## config.mk

```make
export PLATFORM = sky130hd
export DESIGN_NAME = fault_blink_code_led_sequencer
export DESIGN_NICKNAME = d
export VERILOG_FILES = /design/src/hdl/fbc_pkg.sv /design/src/hdl/fbc_ctrl.sv /design/src/hdl/fbc_dpath.sv /design/src/hdl/fault_blink_code_led_sequencer.sv
export SDC_FILE = /design/constraint.sdc
export NUM_CORES = 1
export LEC_CHECK = 0
export BUFFER_PORTS_ARGS = -buffer_cell sky130_fd_sc_hd__buf_2
export CORE_MARGIN = 2
export CORE_UTILIZATION = 50
export DETAILED_ROUTE_END_ITERATION = 10
export GPL_TIMING_DRIVEN = 0
export PLACE_DENSITY = 0.74
export SLEW_MARGIN = 20
export SYNTH_ARGS = -nofsm -noshare
export SYNTH_HDL_FRONTEND = slang
export SYNTH_SLANG_ARGS = --single-unit
```

## constraint.sdc

```tcl
create_clock -name clk -period 4.1 [get_ports clk]
set_input_delay 0.82 -clock clk [delete_from_list [all_inputs] [get_ports clk]]
set_output_delay 0.82 -clock clk [all_outputs]
set_load 0.005 [all_outputs]
```

## src/hdl/fbc_pkg.sv

```systemverilog
// fbc_pkg: shared types and constants for the fault blink-code led sequencer
// holds the config bundle, controller commands and datapath status
// no dependencies
package fbc_pkg;

    localparam logic [15:0] HEARTBEAT_RESET = 16'd500;
    localparam logic [11:0] BLINK_ON_RESET  = 12'd150;
    localparam logic [11:0] BLINK_OFF_RESET = 12'd150;
    localparam logic [11:0] GAP_RESET       = 12'd1000;

    localparam logic [1:0] REG_HEARTBEAT = 2'd0;
    localparam logic [1:0] REG_BLINK_ON  = 2'd1;
    localparam logic [1:0] REG_BLINK_OFF = 2'd2;
    localparam logic [1:0] REG_GAP       = 2'd3;

    typedef struct packed {
        logic [15:0] beat_period;
        logic [11:0] flash_on;
        logic [11:0] flash_off;
        logic [11:0] gap_ticks;
    } cfg_t;

    typedef enum logic [3:0] {
        CMD_NONE   = 4'd0,
        CMD_ACCEPT = 4'd1,
        CMD_PREP   = 4'd2,
        CMD_SPAN   = 4'd3,
        CMD_SEQ    = 4'd4,
        CMD_CMP    = 4'd5,
        CMD_DIV    = 4'd6,
        CMD_POS    = 4'd7,
        CMD_MOD    = 4'd8,
        CMD_END    = 4'd9,
        CMD_OUT    = 4'd10
    } cmd_t;

    typedef struct packed {
        logic code_zero;
        logic phase_lt_seq;
        logic div_last;
        logic in_span;
        logic mod_ge;
        logic out_free;
        logic latch_zero;
        logic phase_zero;
    } status_t;

endpackage

```

## src/hdl/fbc_ctrl.sv

```systemverilog
// fbc_ctrl: sequencing state machine for one tick request
// depends on fbc_pkg (cmd_t, status_t)
module fbc_ctrl (
    input  logic             clk,
    input  logic             rst_n,
    input  logic             in_valid,
    output logic             in_ready,
    input  fbc_pkg::status_t sts,
    output fbc_pkg::cmd_t    cmd
);

    typedef enum logic [9:0] {
        S_IDLE = 10'b0000000001,
        S_PREP = 10'b0000000010,
        S_SPAN = 10'b0000000100,
        S_SEQ  = 10'b0000001000,
        S_CMP  = 10'b0000010000,
        S_DIV  = 10'b0000100000,
        S_POS  = 10'b0001000000,
        S_MOD  = 10'b0010000000,
        S_END  = 10'b0100000000,
        S_OUT  = 10'b1000000000
    } state_t;

    state_t state_reg;
    state_t state_next;

    always_comb
    begin
        state_next = state_reg;
        cmd        = fbc_pkg::CMD_NONE;
        unique case (state_reg)
            S_IDLE:
            begin
                if (in_valid)
                begin
                    cmd        = fbc_pkg::CMD_ACCEPT;
                    state_next = S_PREP;
                end
            end
            S_PREP:
            begin
                cmd        = fbc_pkg::CMD_PREP;
                state_next = sts.code_zero ? S_OUT : S_SPAN;
            end
            S_SPAN:
            begin
                cmd        = fbc_pkg::CMD_SPAN;
                state_next = S_SEQ;
            end
            S_SEQ:
            begin
                cmd        = fbc_pkg::CMD_SEQ;
                state_next = S_CMP;
            end
            S_CMP:
            begin
                cmd        = fbc_pkg::CMD_CMP;
                state_next = sts.phase_lt_seq ? S_POS : S_DIV;
            end
            S_DIV:
            begin
                cmd = fbc_pkg::CMD_DIV;
                if (sts.div_last)
                begin
                    state_next = S_POS;
                end
            end
            S_POS:
            begin
                cmd        = fbc_pkg::CMD_POS;
                state_next = sts.in_span ? S_MOD : S_END;
            end
            S_MOD:
            begin
                cmd = fbc_pkg::CMD_MOD;
                if (!sts.mod_ge)
                begin
                    state_next = S_END;
                end
            end
            S_END:
            begin
                cmd        = fbc_pkg::CMD_END;
                state_next = S_OUT;
            end
            S_OUT:
            begin
                cmd = fbc_pkg::CMD_OUT;
                if (sts.out_free)
                begin
                    state_next = S_IDLE;
                end
            end
            default:
            begin
                state_next = S_IDLE;
            end
        endcase
    end

    always_ff @(posedge clk or negedge rst_n)
    begin
        if (!rst_n)
        begin
            state_reg <= S_IDLE;
        end
        else
        begin
            state_reg <= state_next;
        end
    end

    assign in_ready = (state_reg == S_IDLE);

endmodule

```

## src/hdl/fbc_dpath.sv

```systemverilog
// fbc_dpath: heartbeat counter, blink sequence state, modulo unit and result register
// depends on fbc_pkg (cfg_t, cmd_t, status_t)
module fbc_dpath (
    input  logic             clk,
    input  logic             rst_n,
    input  fbc_pkg::cfg_t    cfg,
    input  fbc_pkg::cmd_t    cmd,
    output fbc_pkg::status_t sts,
    input  logic [2:0]       fault_code,
    output logic             out_valid,
    input  logic             out_ready,
    output logic             green_led,
    output logic             red_led
);

    logic [2:0]  code_reg,  code_next;
    logic [15:0] beat_reg,  beat_next;
    logic        green_reg, green_next;
    logic [2:0]  latch_reg, latch_next;
    logic [15:0] phase_reg, phase_next;
    logic [12:0] len_reg,   len_next;
    logic [15:0] span_reg,  span_next;
    logic [15:0] seq_reg,   seq_next;
    logic [15:0] pos_reg,   pos_next;
    logic [15:0] dvd_reg,   dvd_next;
    logic [3:0]  cnt_reg,   cnt_next;
    logic        red_reg,   red_next;
    logic        ovld_reg,  ovld_next;
    logic        ogrn_reg,  ogrn_next;
    logic        ored_reg,  ored_next;

    logic [16:0] beat_inc;
    logic [15:0] prod;
    logic [16:0] seq_sum;
    logic [16:0] rem_sh;
    logic [16:0] rem_diff;
    logic [16:0] phase_inc;
    logic        out_free;

    assign beat_inc  = {1'b0, beat_reg} + 17'd1;
    assign prod      = 16'({13'b0, latch_reg} * {3'b0, len_reg});
    assign seq_sum   = {1'b0, span_reg} + {5'b0, cfg.gap_ticks};
    assign rem_sh    = {pos_reg, dvd_reg[15]};
    assign rem_diff  = rem_sh - {1'b0, seq_reg};
    assign phase_inc = {1'b0, phase_reg} + 17'd1;
    assign out_free  = !ovld_reg || out_ready;

    always_comb
    begin
        code_next  = code_reg;
        beat_next  = beat_reg;
        green_next = green_reg;
        latch_next = latch_reg;
        phase_next = phase_reg;
        len_next   = len_reg;
        span_next  = span_reg;
        seq_next   = seq_reg;
        pos_next   = pos_reg;
        dvd_next   = dvd_reg;
        cnt_next   = cnt_reg;
        red_next   = red_reg;
        ovld_next  = ovld_reg && !out_ready;
        ogrn_next  = ogrn_reg;
        ored_next  = ored_reg;
        unique case (cmd)
            fbc_pkg::CMD_ACCEPT:
            begin
                code_next = fault_code;
                if (beat_inc >= {1'b0, cfg.beat_period})
                begin
                    beat_next  = 16'd0;
                    green_next = !green_reg;
                end
                else
                begin
                    beat_next = beat_inc[15:0];
                end
            end
            fbc_pkg::CMD_PREP:
            begin
                red_next = 1'b0;
                len_next = {1'b0, cfg.flash_on} + {1'b0, cfg.flash_off};
                if (code_reg == 3'd0)
                begin
                    latch_next = 3'd0;
                    phase_next = 16'd0;
                end
                else if (latch_reg == 3'd0)
                begin
                    latch_next = code_reg;
                    phase_next = 16'd0;
                end
            end
            fbc_pkg::CMD_SPAN:
            begin
                span_next = prod;
            end
            fbc_pkg::CMD_SEQ:
            begin
                seq_next = (seq_sum == 17'd0) ? 16'd1 : seq_sum[15:0];
            end
            fbc_pkg::CMD_CMP:
            begin
                if (phase_reg < seq_reg)
                begin
                    pos_next = phase_reg;
                end
                else
                begin
                    pos_next = 16'd0;
                    dvd_next = phase_reg;
                    cnt_next = 4'd0;
                end
            end
            fbc_pkg::CMD_DIV:
            begin
                // restoring division, one quotient bit per cycle
                pos_next = rem_sh[16] || !rem_diff[16] ? rem_diff[15:0] : rem_sh[15:0];
                dvd_next = {dvd_reg[14:0], 1'b0};
                cnt_next = cnt_reg + 4'd1;
            end
            fbc_pkg::CMD_POS:
            begin
                red_next = 1'b0;
            end
            fbc_pkg::CMD_MOD:
            begin
                if (pos_reg >= {3'b0, len_reg})
                begin
                    pos_next = pos_reg - {3'b0, len_reg};
                end
                else
                begin
                    red_next = (pos_reg < {4'b0, cfg.flash_on});
                end
            end
            fbc_pkg::CMD_END:
            begin
                if (phase_inc >= {1'b0, seq_reg})
                begin
                    phase_next = 16'd0;
                    latch_next = 3'd0;
                end
                else
                begin
                    phase_next = phase_inc[15:0];
                end
            end
            fbc_pkg::CMD_OUT:
            begin
                if (out_free)
                begin
                    ovld_next = 1'b1;
                    ogrn_next = green_reg;
                    ored_next = red_reg;
                end
            end
            default:
            begin
            end
        endcase
    end

    always_ff @(posedge clk or negedge rst_n)
    begin
        if (!rst_n)
        begin
            beat_reg  <= 16'd0;
            green_reg <= 1'b0;
            latch_reg <= 3'd0;
            phase_reg <= 16'd0;
            ovld_reg  <= 1'b0;
        end
        else
        begin
            beat_reg  <= beat_next;
            green_reg <= green_next;
            latch_reg <= latch_next;
            phase_reg <= phase_next;
            ovld_reg  <= ovld_next;
        end
    end

    always_ff @(posedge clk)
    begin
        code_reg <= code_next;
        len_reg  <= len_next;
        span_reg <= span_next;
        seq_reg  <= seq_next;
        pos_reg  <= pos_next;
        dvd_reg  <= dvd_next;
        cnt_reg  <= cnt_next;
        red_reg  <= red_next;
        ogrn_reg <= ogrn_next;
        ored_reg <= ored_next;
    end

    assign sts.code_zero    = (code_reg == 3'd0);
    assign sts.phase_lt_seq = (phase_reg < seq_reg);
    assign sts.div_last     = (cnt_reg == 4'd15);
    assign sts.in_span      = (pos_reg < span_reg) && (len_reg != 13'd0);
    assign sts.mod_ge       = (pos_reg >= {3'b0, len_reg});
    assign sts.out_free     = out_free;
    assign sts.latch_zero   = (latch_reg == 3'd0);
    assign sts.phase_zero   = (phase_reg == 16'd0);

    assign out_valid = ovld_reg;
    assign green_led = ogrn_reg;
    assign red_led   = ored_reg;

endmodule

```

## src/hdl/fault_blink_code_led_sequencer.sv

```systemverilog
// fault_blink_code_led_sequencer: top level, apb register file, controller and datapath
// depends on fbc_pkg, fbc_ctrl, fbc_dpath
//
//   port group   dir   handshake               payload
//   tick in      in    in_valid / in_ready     fault_code[2:0]
//   leds out     out   out_valid / out_ready   green_led, red_led
//   apb config   in    psel, penable, pready   paddr[3:0], pwdata, prdata
//
// zero code: accept, prep, out; nonzero code: accept, prep, span, seq,
//   cmp, pos, the blink-modulo loop when in span (one subtract per cycle, up to six, then
//   one compare), end and out; a phase at or beyond the sequence length after
//   a register change also runs the bit-serial remainder unit
// reset clears heartbeat, latch, phase and output valid; registers return to their defaults
// a held result stalls the next request only at its final write
module fault_blink_code_led_sequencer (
    input  logic        clk,
    input  logic        rst_n,
    input  logic        in_valid,
    output logic        in_ready,
    input  logic [2:0]  fault_code,
    output logic        out_valid,
    input  logic        out_ready,
    output logic        green_led,
    output logic        red_led,
    input  logic        psel,
    input  logic        penable,
    input  logic        pwrite,
    input  logic [3:0]  paddr,
    input  logic [31:0] pwdata,
    output logic [31:0] prdata,
    output logic        pready
);

    fbc_pkg::cfg_t    cfg_reg;
    fbc_pkg::cmd_t    cmd;
    fbc_pkg::status_t sts;
    logic             wr_en;

    assign pready = 1'b1;
    assign wr_en  = psel && penable && pwrite && pready;

    always_ff @(posedge clk or negedge rst_n)
    begin
        if (!rst_n)
        begin
            cfg_reg.beat_period <= fbc_pkg::HEARTBEAT_RESET;
            cfg_reg.flash_on    <= fbc_pkg::BLINK_ON_RESET;
            cfg_reg.flash_off   <= fbc_pkg::BLINK_OFF_RESET;
            cfg_reg.gap_ticks   <= fbc_pkg::GAP_RESET;
        end
        else if (wr_en)
        begin
            unique case (paddr[3:2])
                fbc_pkg::REG_HEARTBEAT: cfg_reg.beat_period <= pwdata[15:0];
                fbc_pkg::REG_BLINK_ON:  cfg_reg.flash_on    <= pwdata[11:0];
                fbc_pkg::REG_BLINK_OFF: cfg_reg.flash_off   <= pwdata[11:0];
                fbc_pkg::REG_GAP:       cfg_reg.gap_ticks   <= pwdata[11:0];
                default:
                begin
                end
            endcase
        end
    end

    always_comb
    begin
        unique case (paddr[3:2])
            fbc_pkg::REG_HEARTBEAT: prdata = {16'd0, cfg_reg.beat_period};
            fbc_pkg::REG_BLINK_ON:  prdata = {20'd0, cfg_reg.flash_on};
            fbc_pkg::REG_BLINK_OFF: prdata = {20'd0, cfg_reg.flash_off};
            fbc_pkg::REG_GAP:       prdata = {20'd0, cfg_reg.gap_ticks};
            default:                prdata = 32'd0;
        endcase
    end

    fbc_ctrl u_ctrl (
        .clk      (clk),
        .rst_n    (rst_n),
        .in_valid (in_valid),
        .in_ready (in_ready),
        .sts      (sts),
        .cmd      (cmd)
    );

    fbc_dpath u_dpath (
        .clk        (clk),
        .rst_n      (rst_n),
        .cfg        (cfg_reg),
        .cmd        (cmd),
        .sts        (sts),
        .fault_code (fault_code),
        .out_valid  (out_valid),
        .out_ready  (out_ready),
        .green_led  (green_led),
        .red_led    (red_led)
    );

    // one request at a time
    a_single_request: assert property (@(posedge clk) disable iff (!rst_n)
        (in_valid && in_ready) |=> !in_ready)
        else $error("request accepted while busy");

    // an empty latch always sits at phase zero
    a_latch_phase: assert property (@(posedge clk) disable iff (!rst_n)
        sts.latch_zero |-> sts.phase_zero)
        else $error("phase nonzero with no latched code");

    // a new result only appears at the end of a busy request
    a_result_from_work: assert property (@(posedge clk) disable iff (!rst_n)
        $rose(out_valid) |-> !$past(in_ready))
        else $error("result produced without a request in flight");

endmodule
```

After elaboration in Yosys (flattened, before gate mapping)
Cells that the tools add are included.
- $add $sub $neg: 7
- multiply operators: 1
- order comparisons: 6
- equal/unequal tests: 33
- multiplexer cells: 32
- reduce and logical (&&, ||, !) cells: 32
- operators by type and width (operator ; number):
    $mux W16 ; 8
    $pmux W32 S4 ; 1
    $pmux W10 S10 ; 1
    $pmux W16 S2 ; 2
    $mux W10 ; 5
    $pmux W16 S3 ; 1
    $pmux W4 S10 ; 1
    $add A16 B1 Y17 const B ; 2
    $ge A17 B16 Y1 ; 2
    $lt A16 B16 Y1 ; 2
    $reduce_and A2 Y1 ; 10
    $add A16 B12 Y17 ; 1
    $logic_not A17 Y1 ; 1
    $sub A17 B16 Y17 ; 1
    $eq A4 B3 Y1 const B ; 4
    $eq A4 B4 Y1 const B ; 4
    $ge A16 B13 Y1 ; 1
    $lt A16 B12 Y1 ; 1
    $mul A3 B13 Y16 ; 1
    $sub A16 B13 Y16 ; 1
    $add A12 B12 Y13 ; 1
    $reduce_bool A13 Y1 ; 1
    $ne A2 B2 Y1 const B ; 6
    $eq A10 B1 Y1 const B ; 1
    34 further kinds ; 52
- flip-flop bits (word level): 186

Depth between registers and ports, before layout
- depth after elaboration: 6
- depth in mapped cells: 17

Hierarchy
From an unflattened synthesis, not the netlist that was laid out.
- cell total of the unflattened synthesis: 1428
- area, all modules: 14128.6 sq um
- modules (own cells, without submodules) (module ; instances ; cells an instance ; area an instance (sq um) ; seq. area each (sq um)):
    fbc_dpath ; 1 ; 1191 ; 10892.9 ; 3538.4
    fault_blink_code_led_sequencer ; 1 ; 156 ; 2507.4 ; 1326.3
    fbc_ctrl ; 1 ; 81 ; 728.2 ; 251.5

Worst setup path before layout
Ideal clock, no wire load.
- kind: register to register
- start: register u_dpath.latch_reg[2]
- end: register u_dpath.span_reg[15], data pin
- setup time: 275 ps
- arrival: 3158 ps
- path slack: 667 ps
- stages on the path, launching flop included: 15
- path buffers: 1
- clock period less this slack: 3433 ps
- cell sequence: dfrtp_1 clkbuf_1 nand2_1 fa_1 inv_1 ha_1 a21o_1 a21oi_1 nand2b_1 a21boi_0 o21ai_0 nand2b_1 a41o_1 o41ai_1 o21ai_0
- cells in the longest elaborated chain, start to end: 1
- RTL lines (element ; RTL line ; text):
    start, declared ; fbc_dpath.sv:19 ; logic [2:0] latch_reg, latch_next;
    start signal, assigned ; fbc_dpath.sv:178 ; latch_reg <= latch_next;
    $mul A3 B13 Y16 ; fbc_dpath.sv:41 ; assign prod = 16'({13'b0, latch_reg} * {3'b0, len_reg});
    via u_dpath.prod[15] ; fbc_dpath.sv:33 ; logic [15:0] prod;
    end signal, assigned ; fbc_dpath.sv:188 ; span_reg <= span_next;
    end, declared ; fbc_dpath.sv:22 ; logic [15:0] span_reg, span_next;
The timed path passes the listed nets, and every way through them passes these cells.
A chain may end at the register's enable or synchronous reset.

Worst setup path after layout
- start: register u_dpath.phase_reg[3]
- end: register u_dpath.phase_reg[6]
- cells in the longest elaborated chain, start to end: 4
- RTL lines (element ; RTL line ; text):
    start, declared ; fbc_dpath.sv:20 ; logic [15:0] phase_reg, phase_next;
    start signal, assigned ; fbc_dpath.sv:179 ; phase_reg <= phase_next;
    $add A16 B1 Y17 * ; fbc_dpath.sv:45 ; assign phase_inc = {1'b0, phase_reg} + 17'd1;
    $ge A17 B16 Y1 ; fbc_dpath.sv:139 ; if (phase_inc >= {1'b0, seq_reg})
    $mux W16 * ; fbc_dpath.sv:139 ;
    $pmux W16 S2 * ; fbc_dpath.sv:65 ; unique case (cmd)
Every way passes the cells marked *; elsewhere a longest branch is shown, timed or not.

==> summary.md <==
| Metric | Value |
|---|---|
| Clk Latency, worst-skew pair | 0.45 ns |
| Detailed-router iteration count before antenna repair | 5 |
| Status | completed |
| Reg clk slew, reported paths | 0.08 ns |
| Core ar. | 26,700 sq um |
| Pin count of the biggest net entering global routing | 56 |
| Fill cell total of the finished layout | 2,325 |
| Mapped Cells | 1,365 |
| Ys Warns | 0 |
| Max cap viols | 0 |
| Worst path arrival time | 4.18 ns |
| Number of synthesized register bits | 186 |
| CTS Buf Count | 17 |
| CP max FO | 9 |
| Diodes inserted | 0 |
| Sw Share | 37.2% |
| Hpwl dp | 25,200 um |
| R2R cell count | 15 |
| Vias in the first global route | 10.5k |
| Clock skew | 0.0140 ns |
| P_sw | 0.00261 W |
| Area Overhead vs Synth | 10.6% |
| Max-slew headroom | 30.5% |
| Post-route minimum period | 3.80 ns |
| Static leakage | 6.70 nW |
| Fin. max-slew vios | 0 |
| Cell total after placement | 1,773 |
| Mapped Area | 13,500 sq um |
| Hold WC Path Type | in -> async |
| WP data required | 4.48 ns |
| Final ANT Viol Nets | 0 |
| Worst vdd ir | 290 uV |
| 1st-iter DRT viols | 558 |
| Synth unique cells | 76 |
| Clk root buf | clkbuf_16 |
| Flop2flop setup slack | 0.30 ns |
| Die Y | 168 um |
| Crit end category | register |
| Setup CP Type | reg -> reg |
| Drc violations | 0 |
| Final wirelength | 31,800 um |
| CTS Sinks | 186 |
| Starting density of the core | 50.5% |
| Worst Max-Slew Pin Slew | 1.03 ns |
| Flop pwr share | 37.8% |
| Setup-failing EPs final | 0 |
| Fraction of layout cells with a size suffix above 1 | 14.9% |
| Pwr/cell area | 470 nW/um^2 |
| Final hold violations | 0 |
| Prevailing post-synth register cell | edfxtp_1 |
| Clock power frac | 24.1% |
| TritonCTS clock tree | built |
| Grt total ovfl | 0 |
| Post-Syn Area per Cell | 9.90 sq um |
| Die area | 28,300 sq um |
| Combinational Power Share | 38.2% |
| Fmax | 0.263 GHz |
| Crit start category | register |
| Initial antenna violation count | 0 |
| Vias/cell | 5.68 |
| All-layer global routing usage | 23.3% |
| WL/cell | 17.6 um |
| # port buffers | 47 |
| H-tree Lvls | 4 |
| Final nets | 1,659 |
| First-pass GRT wire length | 52,100 um |
| Power Internal | 0.00441 W |
| Sequential area share after synthesis | 37.9% |
| Number of cell rows | 60 |
| Vias | 10.3k |
| FFs w/ async S/R, synth | 53.2% |
| Most frequent cells in the layout | nand2_1 (149), ha_1 (145), inv_1 (121) |
| RePlAce Congestion | 0.944 |
| Max reg flops | 52 |
| Overall die width | 168 um |
| Clock Tree Buf Depth | 2 |
| Setup TNS | 0 ns |
| Commonest non-fill, non-tap cell in the layout | nand2_1 |
| Post-synth EDFFs | 87 |
| Fin crit share | 92.7% |
| Final cell count without fillers | 1,806 |
| Number of I/O pins | 83 |
==> worst max-delay path, cell delays in order (launching register included) <==
cell,delay [ns]
dfrtp_1,0.52
and3_1,0.23
and3_1,0.31
and3_1,0.21
and2_1,0.20
nand4_1,0.13
xnor2_1,0.18
ha_1,0.20
a21o_1,0.18
a21oi_1,0.16
o21ai_1,0.10
or4_1,0.51
o21ai_2,0.22
nand2_2,0.17
nor3b_1,0.31
a21o_1,0.11
==> worst paths after layout <==
path | start | endpoint
setup / recovery | u_dpath.phase_reg[3] | u_dpath.phase_reg[6]
hold / removal | rst_n | u_dpath.beat_reg[12]
setup reg to reg | u_dpath.phase_reg[3] | u_dpath.phase_reg[6]
hold reg to reg | u_dpath.red_reg | u_dpath.red_led
max in group asynchronous | rst_n | cfg_reg[28]
min in group clk | u_dpath.red_reg | u_dpath.red_led
==> power groups by stage <==
stage	Combinational, W	Sequential, W	Clock (W)
after floorplan	0.00207	0.00255	0
after global placement	0.00251	0.00267	0
after detailed placement	0.00264	0.00268	0
after CTS	0.00267	0.00265	0.00171
after global routing	0.00306	0.00268	0.00178
final	0.00268	0.00265	0.00169
==> stage by stage <==
stage | power (W) | util (%) | hold slack, ns | cell area (sq um) | worst slack, ns
finish | 0.00702 | 55.9 | 0.286 | 14900 | 0.299
global route | 0.00753 | 55.9 | 0.325 | 14900 | -0.0125
CTS | 0.00702 | 55.8 | 0.314 | 14900 | 0.0101
detailed placement | 0.00532 | 53.6 | 0.455 | 14300 | 0.0306
global placement | 0.00518 | 53.2 | 0.452 | 14200 | -0.0654
floorplan | 0.00462 | - | 0.400 | 13600 | 0.667
==> what timing repair did <==
action,4_1_cts,5_1_grt
setup buffers,0,2
endpoints found under the setup margin,0,29
resized for setup,0,11
hold buffers,0,0
==> synth_stat cells (8+ instances only) <==
cell type / instances / area (sq um)
mux2_2: 43 / 484
a211oi_1: 10 / 75.1
inv_1: 121 / 454
a21o_1: 34 / 255
a22o_1: 18 / 158
nor2b_1: 19 / 119
nor2_1: 70 / 263
edfxtp_1: 87 / 2610
nor3_1: 18 / 90.1
clkbuf_1: 30 / 113
xnor2_1: 66 / 578
nand2b_1: 15 / 93.8
a21oi_1: 54 / 270
o21ai_1: 10 / 50.1
ha_1: 145 / 1810
o21a_1: 18 / 135
buf_4: 18 / 135
and2_1: 9 / 56.3
and3_1: 15 / 93.8
dfstp_2: 21 / 552
o21ai_0: 78 / 390
a21boi_0: 8 / 60.1
fa_1: 16 / 320
nand4_1: 16 / 100
nand3_1: 33 / 165
mux2i_1: 15 / 150
a22oi_1: 14 / 105
mux4_2: 12 / 270
dfrtp_1: 78 / 1950
xor2_1: 18 / 158
nand2_1: 149 / 559
==> cell families (layout without fill, tap and decap cells) <==
logic type	after synthesis	in the layout	share of synthesized area, %
other	2	17	0.0556
multiplexers	70	70	6.70
AND/OR/NAND/NOR	388	388	14.0
buffers and inverters	179	264	5.68
XOR/XNOR	84	84	5.45
adder cells (fa/ha/maj)	161	161	15.8
flip-flops	186	186	37.9
AO/OA/AOI/OAI	295	295	14.5
==> area by class of cell <==
class,instances,area (sq um),share of cell area (%)
inverter,121,454,3.04
clock inverter,14,148,0.989
timing repair buffer,54,313,2.09
clock buffer,18,450,3.02
tap,341,427,2.86
multi-input combinational,1015,7710,51.6
sequential,186,5120,34.3
buffer,57,314,2.10
==> metal layers <==
metal  GRT usage (%)  share of wire [%]  vias up
met4            8.10                2.9        0
met5               0                  0        -
met3            3.48                4.3       47
li1                -                  -     5000
met1            29.2                 44     4977
met2            41.1                 49      240
(Power assumes the default switching activity.)
